<file path="src/hw/rtl/akm_pkg.sv">
// ----------------------------------------------------------------------------
// akm_pkg
// shared widths, register indexes and bundle types of the keyword matcher
// ----------------------------------------------------------------------------
package akm_pkg;

	localparam int CHAR_W                  = 8;
	localparam int KW_W                    = 64;
	localparam int LEN_W                   = 4;
	localparam int CNT_W                   = 4;
	localparam int CFG_IDX_W               = 2;
	localparam int DEFAULT_MAX_KEYWORD_LEN = 8;

	typedef logic [CFG_IDX_W-1:0] cfg_idx_t;

	localparam cfg_idx_t REG_KEYWORD_BYTES  = 2'd0;
	localparam cfg_idx_t REG_KEYWORD_LENGTH = 2'd1;
	localparam cfg_idx_t REG_MATCH_FLOOR    = 2'd2;

	typedef struct packed {
		logic [KW_W-1:0]  keyword_bytes;
		logic [LEN_W-1:0] eff_len;
		logic [LEN_W-1:0] match_floor;
	} cfg_t;

	typedef struct packed {
		logic              fire;
		logic              last;
		logic [CHAR_W-1:0] quote_char;
	} beat_t;

endpackage

</file>
<file path="src/hw/rtl/approximate_keyword_matcher.sv">
// ----------------------------------------------------------------------------
// approximate_keyword_matcher
// hamming-threshold keyword search over a streamed quote, one flag per quote
// ----------------------------------------------------------------------------
// result path: an accepted last beat is registered in the input stage, then its flag in the output register
// throughput: one quote byte per cycle while no last beat is stalled, set by the per-beat window update
// a result waiting in the output register stalls only a following last beat
// reset: asynchronous, clears registers, windows, hit flag and both valids
// ----------------------------------------------------------------------------
module approximate_keyword_matcher #(
	parameter int unsigned MAX_KEYWORD_LEN = akm_pkg::DEFAULT_MAX_KEYWORD_LEN
) (
	input  logic                          clk,
	input  logic                          arst_n,
	input  logic                          s_axis_tvalid,
	output logic                          s_axis_tready,
	input  logic [akm_pkg::CHAR_W-1:0]    s_axis_tdata,  // quote_char
	input  logic                          s_axis_tlast,
	output logic                          m_axis_tvalid,
	input  logic                          m_axis_tready,
	output logic [7:0]                    m_axis_tdata,  // found, zero fill
	input  logic                          cfg_valid,
	output logic                          cfg_ready,
	input  logic [akm_pkg::CFG_IDX_W-1:0] cfg_index,
	input  logic [akm_pkg::KW_W-1:0]      cfg_data
);
	import akm_pkg::*;

	cfg_t              cfg;
	beat_t             beat;
	logic              valid_s1;
	logic [CHAR_W-1:0] char_s1;
	logic              last_s1;
	logic              advance_s1;
	logic              found;
	logic              out_valid_q;
	logic              found_q;
	logic              in_fire;

	assign cfg_ready = 1'b1;

	akm_cfg_regs #(
		.MAX_KEYWORD_LEN(MAX_KEYWORD_LEN)
	) u_cfg (
		.clk      (clk),
		.arst_n   (arst_n),
		.cfg_valid(cfg_valid),
		.cfg_index(cfg_index),
		.cfg_data (cfg_data),
		.cfg      (cfg)
	);

	assign advance_s1    = valid_s1 && (!last_s1 || !out_valid_q || m_axis_tready);
	assign s_axis_tready = !valid_s1 || advance_s1;
	assign in_fire       = s_axis_tvalid && s_axis_tready;

	always_ff @(posedge clk or negedge arst_n) begin
		if (!arst_n) begin
			valid_s1 <= 1'b0;
		end else if (in_fire) begin
			valid_s1 <= 1'b1;
		end else if (advance_s1) begin
			valid_s1 <= 1'b0;
		end
	end

	always_ff @(posedge clk) begin
		if (in_fire) begin
			char_s1 <= s_axis_tdata;
			last_s1 <= s_axis_tlast;
		end
	end

	assign beat.fire       = advance_s1;
	assign beat.last       = last_s1;
	assign beat.quote_char = char_s1;

	akm_window_bank #(
		.MAX_KEYWORD_LEN(MAX_KEYWORD_LEN)
	) u_bank (
		.clk   (clk),
		.arst_n(arst_n),
		.cfg   (cfg),
		.beat  (beat),
		.found (found)
	);

	always_ff @(posedge clk or negedge arst_n) begin
		if (!arst_n) begin
			out_valid_q <= 1'b0;
		end else if (advance_s1 && last_s1) begin
			out_valid_q <= 1'b1;
		end else if (m_axis_tready) begin
			out_valid_q <= 1'b0;
		end
	end

	always_ff @(posedge clk) begin
		if (advance_s1 && last_s1) begin
			found_q <= found;
		end
	end

	assign m_axis_tvalid = out_valid_q;
	assign m_axis_tdata  = {7'b0, found_q};

	a_in_to_s1: assert property (@(posedge clk) disable iff (!arst_n)
		in_fire |=> valid_s1)
		else $error("accepted beat missing from input stage");

	a_last_result: assert property (@(posedge clk) disable iff (!arst_n)
		(advance_s1 && last_s1) |=> m_axis_tvalid && (m_axis_tdata[0] == $past(found)))
		else $error("result of last beat not presented");

	a_no_drop: assert property (@(posedge clk) disable iff (!arst_n)
		(advance_s1 && last_s1) |-> (!out_valid_q || m_axis_tready))
		else $error("pending result overwritten");

endmodule

</file>
<file path="src/hw/rtl/akm_cfg_regs.sv">
// ----------------------------------------------------------------------------
// akm_cfg_regs
// keyword, length and floor registers with length saturation
// ----------------------------------------------------------------------------
module akm_cfg_regs #(
	parameter int unsigned MAX_KEYWORD_LEN = akm_pkg::DEFAULT_MAX_KEYWORD_LEN
) (
	input  logic                         clk,
	input  logic                         arst_n,
	input  logic                         cfg_valid,
	input  logic [akm_pkg::CFG_IDX_W-1:0] cfg_index,
	input  logic [akm_pkg::KW_W-1:0]      cfg_data,
	output akm_pkg::cfg_t                cfg
);
	import akm_pkg::*;

	logic [KW_W-1:0]  keyword_q;
	logic [LEN_W-1:0] length_q;
	logic [LEN_W-1:0] floor_q;

	always_ff @(posedge clk or negedge arst_n) begin
		if (!arst_n) begin
			keyword_q <= '0;
			length_q  <= '0;
			floor_q   <= '0;
		end else if (cfg_valid) begin
			case (cfg_index)
				REG_KEYWORD_BYTES:  keyword_q <= cfg_data;
				REG_KEYWORD_LENGTH: length_q  <= cfg_data[LEN_W-1:0];
				REG_MATCH_FLOOR:    floor_q   <= cfg_data[LEN_W-1:0];
				default: ;
			endcase
		end
	end

	always_comb begin
		cfg.keyword_bytes = keyword_q;
		cfg.match_floor   = floor_q;
		if (length_q > LEN_W'(MAX_KEYWORD_LEN)) begin
			cfg.eff_len = LEN_W'(MAX_KEYWORD_LEN);
		end else begin
			cfg.eff_len = length_q;
		end
	end

endmodule

</file>
<file path="src/hw/rtl/akm_window_bank.sv">
// ----------------------------------------------------------------------------
// akm_window_bank
// one match counter per open window, all windows aged and updated per beat
// ----------------------------------------------------------------------------
module akm_window_bank #(
	parameter int unsigned MAX_KEYWORD_LEN = akm_pkg::DEFAULT_MAX_KEYWORD_LEN
) (
	input  logic           clk,
	input  logic           arst_n,
	input  akm_pkg::cfg_t  cfg,
	input  akm_pkg::beat_t beat,
	output logic           found
);
	import akm_pkg::*;

	logic [MAX_KEYWORD_LEN-1:0] valid_q;
	logic [CNT_W-1:0]           cnt_q [MAX_KEYWORD_LEN];
	logic                       hit_q;

	logic [MAX_KEYWORD_LEN-1:0] valid_d;
	logic [CNT_W-1:0]           cnt_d [MAX_KEYWORD_LEN];
	logic [MAX_KEYWORD_LEN-1:0] hit_slot;
	logic [MAX_KEYWORD_LEN:0]   valid_ext;

	for (genvar i = 0; i < MAX_KEYWORD_LEN; i++) begin : g_slot
		logic             prev_valid;
		logic [CNT_W-1:0] prev_cnt;
		logic             inc;
		logic [CNT_W-1:0] cnt_new;
		logic             keep;

		if (i == 0) begin : g_head
			assign prev_valid = 1'b1;
			assign prev_cnt   = '0;
		end else begin : g_tail
			assign prev_valid = valid_q[i-1];
			assign prev_cnt   = cnt_q[i-1];
		end

		assign inc = (LEN_W'(i) < cfg.eff_len) &&
			(cfg.keyword_bytes[CHAR_W*i +: CHAR_W] == beat.quote_char);
		assign cnt_new     = prev_cnt + CNT_W'(inc);
		assign hit_slot[i] = prev_valid && (cnt_new > cfg.match_floor);
		assign keep        = prev_valid && (LEN_W'(i + 1) < cfg.eff_len);
		assign valid_d[i]  = keep;
		assign cnt_d[i]    = keep ? cnt_new : '0;
	end

	assign found = hit_q | (|hit_slot);

	always_ff @(posedge clk or negedge arst_n) begin
		if (!arst_n) begin
			valid_q <= '0;
			hit_q   <= 1'b0;
			for (int k = 0; k < MAX_KEYWORD_LEN; k++) begin
				cnt_q[k] <= '0;
			end
		end else if (beat.fire) begin
			if (beat.last) begin
				valid_q <= '0;
				hit_q   <= 1'b0;
				for (int k = 0; k < MAX_KEYWORD_LEN; k++) begin
					cnt_q[k] <= '0;
				end
			end else begin
				valid_q <= valid_d;
				hit_q   <= found;
				for (int k = 0; k < MAX_KEYWORD_LEN; k++) begin
					cnt_q[k] <= cnt_d[k];
				end
			end
		end
	end

	assign valid_ext = {1'b0, valid_q};

	// open windows always form a run starting at the youngest slot
	a_valid_prefix: assert property (@(posedge clk) disable iff (!arst_n)
		((valid_ext + (MAX_KEYWORD_LEN+1)'(1)) & valid_ext) == '0)
		else $error("window valid bits not a prefix");

	a_clear_on_last: assert property (@(posedge clk) disable iff (!arst_n)
		(beat.fire && beat.last) |=> (valid_q == '0) && !hit_q)
		else $error("window state not cleared after last beat");

	a_hit_sticky: assert property (@(posedge clk) disable iff (!arst_n)
		(hit_q && !beat.fire) |=> hit_q)
		else $error("hit flag lost without a beat");

endmodule

</file>
<file path="config.mk">
export PLATFORM = sky130hd
export DESIGN_NAME = approximate_keyword_matcher
export DESIGN_NICKNAME = d
export VERILOG_FILES = /design/src/hw/rtl/akm_pkg.sv /design/src/hw/rtl/approximate_keyword_matcher.sv /design/src/hw/rtl/akm_cfg_regs.sv /design/src/hw/rtl/akm_window_bank.sv
export SDC_FILE = /design/constraint.sdc
export NUM_CORES = 1
export LEC_CHECK = 0
export BUFFER_PORTS_ARGS = -buffer_cell sky130_fd_sc_hd__buf_2
export CAP_MARGIN = 25
export CELL_PAD_IN_SITES_DETAIL_PLACEMENT = 1
export CELL_PAD_IN_SITES_GLOBAL_PLACEMENT = 2
export CORE_ASPECT_RATIO = 0.5
export CORE_MARGIN = 2
export CORE_UTILIZATION = 35
export CTS_CLUSTER_DIAMETER = 40
export DETAILED_ROUTE_END_ITERATION = 7
export GPL_TIMING_DRIVEN = 0
export MAX_ROUTING_LAYER = met4
export PLACE_DENSITY_LB_ADDON = 0.2
export SLEW_MARGIN = 20
export SYNTH_ARGS = -nofsm -noshare
export SYNTH_HDL_FRONTEND = slang
export SYNTH_SLANG_ARGS = --single-unit
</file>
<file path="constraint.sdc">
create_clock -name clk -period 2.8 [get_ports clk]
set_clock_uncertainty 0.15 [all_clocks]
set_input_delay 0.56 -clock clk [delete_from_list [all_inputs] [get_ports clk]]
set_output_delay 0.56 -clock clk [all_outputs]
set_load 0.02 [all_outputs]
</file>
==> results.toml <==
[status]
status = "complete, but fails checks"
violations = "setup timing"

[cts]
clk_pin_slew_worst_paths_ns = 0.06
clock_path_buffers = 2
clock-sinks = 114
numCtsBuffers = 17
cts_max_level = 4
cts_tree = "yes"
clock_tree.root_cell = "clkbuf_16"
clk_latency_ns = 0.42

[routing]
vias = 4018
drt_iter0_markers = 184
drc_errors = 0
routed_wl_um = 15270
post_drt_via_cell_ratio = 4.818
routedWlPerCell_um = 18.31
postRouteAntennaNets = 0
drtPass1Iterations = 4

[yosys]
synth_cells = 477
async_reset_ff_frac = 0.9123
synthesis.area_sq_um = 5986
ys_ff_latch = 114
ys_warn_count = 0
synth_ff_type = "dfrtp_1"
synth.distinct_cells = 40
synth.yosys.seq_area_share = 0.4849
synth-edff-count = 10
synth_area_per_cell_sq_um = 12.55

[timing]
relSlewSlack = 0.5200
rsz0062_at_grt = "true"
period_share = 1.208
fin_ws_ns = -0.5819
hold_viol_final = 0
worst_pin_slew_ns = 0.7174
fmax_mhz = 295.7
setup_viol = 2
min_period_ns = 3.382
drv_slew = 0

[floorplan]
dieArea_sq_um = 18230
core_sq_um = 16560
start_util = 0.3615
die_y_um = 96.47
die-width_um = 188.9
num_rows = 33
ios = 91

[job]
max-cap-violations = 0

[pwr]
p_total_uw = 5300
ir_drop_mv = 0.4184
power.density_nw_per_um2 = 689.4
leakage_uw = 0.003505

[worst_hold_path]
min-delay-start = "s_axis_tdata[2]"
hold_path_depth = 1
holdPathEnd = "char_s1[2]"
hold_path_class = "in2reg"

[placement]
placed_area_sq_um = 6761
io_buffer_count = 82
place_ws_ns = -1.019
dp_hpwl_um = 10840
gp_congestion = 0.7693

[worst_setup_path]
arrival_ns = 3.37
cp-end-kind = "register"
worstRegToRegCells = 12
rr_startpoint = "char_s1[0]"
critPathLaunchType = "register"
worstReg2RegEnd = "found_q"
required_ns = 2.79
reg2reg_slack_ns = -0.58
criticalPathCategory = "reg2reg"
path_max_fanout = 7

[global_route]
grt_first_pass_wirelength_um = 24080
grt_max_degree = 69
first_global_vias = 4297
overflow = 0
grt_usage = 0.1857
antenna_found_initial = 2

[final_layout]
final_common_cell = "dfrtp_1"
drive_gt1_frac = 0.4149
n_fill_cell = 1745
fin_nets = 711
layout_common_cells = "dfrtp_1 (104), buf_2 (90), mux2_2 (72)"
finish.instance_area_sq_um = 7687
area.growth.synth_to_final_pct = 28.43
## synthesized netlist by cell type (9+ instances only)
| master | n | share of area |
|---|---|---|
| buf_2 | 12 | 0.010 |
| nand3_1 | 13 | 0.011 |
| nor4_1 | 10 | 0.010 |
| xor2_1 | 33 | 0.048 |
| a21oi_1 | 12 | 0.010 |
| a22o_1 | 20 | 0.029 |
| inv_1 | 13 | 0.0082 |
| nand2_1 | 18 | 0.011 |
| xnor2_1 | 37 | 0.054 |
| mux2_2 | 72 | 0.14 |
| ha_1 | 39 | 0.082 |
| nand4_1 | 11 | 0.011 |
| buf_4 | 9 | 0.011 |
| dfrtp_1 | 104 | 0.43 |
| edfxtp_1 | 10 | 0.050 |
## layout make-up
cell class	instances	area, sq um	share of cell area
Antenna cell	2	5.005	0.0006510
Buffer	28	214.0	0.02783
Clock buffer	23	467.9	0.06087
Clock inverter	9	155.1	0.02018
Inverter	13	48.80	0.006348
Multi-Input combinational cell	328	3094	0.4025
Sequential cell	114	2903	0.3776
Tap cell	227	284.0	0.03695
Timing Repair Buffer	90	515.5	0.06706
## worst max path at each step
stage / startpoint / to / slack, ns
final: char_s1[0] / found_q / -0.58
after global routing: char_s1[5] / found_q / -0.77
after CTS: char_s1[0] / found_q / -0.68
after detailed placement: char_s1[2] / found_q / -1.02
after global placement: char_s1[0] / found_q / -0.96
after floorplan: char_s1[7] / found_q / -0.09
## worst max-delay path: stages, from the launching register on
cell and delay, ns:
edfxtp_1 0.40, buf_8 0.16, xnor2_2 0.15, nand3_1 0.13
nor4_4 0.41, ha_2 0.26, ha_1 0.25, ha_1 0.29
nor2b_1 0.13, o211ai_1 0.21, a21oi_2 0.11, nor4_4 0.32
nand3_2 0.12
## routing by layer
layer / GRT usage / wire (um) / vias to the layer above
met5: - / 0 / -
met4: 0.05859 / 178 / 0
met3: 0.04586 / 567 / 17
met2: 0.3001 / 7144 / 62
met1: 0.2328 / 7383 / 2015
li1: - / - / 1924
## cells by family (layout without fill, tap and decap cells)
logic type	count (synthesis)	after routing	share of synthesized area
compound gates	53	53	0.06940
other cells	2	10	0.001255
simple gates	83	83	0.07671
mux	72	72	0.1355
fa+ha+maj	39	39	0.08152
flops	114	114	0.4850
xor+xnor	73	73	0.1106
buf+inv	41	163	0.04013
## power by group
part           switching [uW]  internal, uW  total [uW]
sequential                176          1890        2070
combinational             443           471         914
clock                     784          1540        2320
## sequential cells by signal (all words and copies together), names as in the netlist
signal / count
char_s1: 8
found_q: 1
u_cfg.floor_q: 4
m_axis_tvalid: 1
u_bank.hit_q: 1
last_s1: 1
u_bank.valid_q: 7
u_cfg.keyword_q: 64
u_cfg.length_q: 4
u_bank.g_slot.prev_cnt: 22
valid_s1: 1
## timing repair
item,in CTS,in global routing
hold endpoints to repair,36,0
buffers inserted,6,0
gates resized for setup,18,19
hold buffers,1,0
pin swaps,2,16
setup endpoints to repair,2,2
## metrics by stage
| stage | hold WS, ns | TNS (ns) | utilization | instances |
|---|---|---|---|---|
| after global placement | 0.3185 | -33.64 | 0.4063 | 792 |
| after CTS | 0.1418 | -1.312 | 0.4567 | 832 |
| after floorplan | 0.1144 | -0.09391 | - | 483 |
| after global routing | 0.1415 | -1.527 | 0.4643 | 834 |
| after detailed placement | 0.3248 | -1.837 | 0.4084 | 793 |
| final | 0.1618 | -1.128 | 0.4643 | 834 |
No activity file was read; power rests on OpenSTA's default activity.
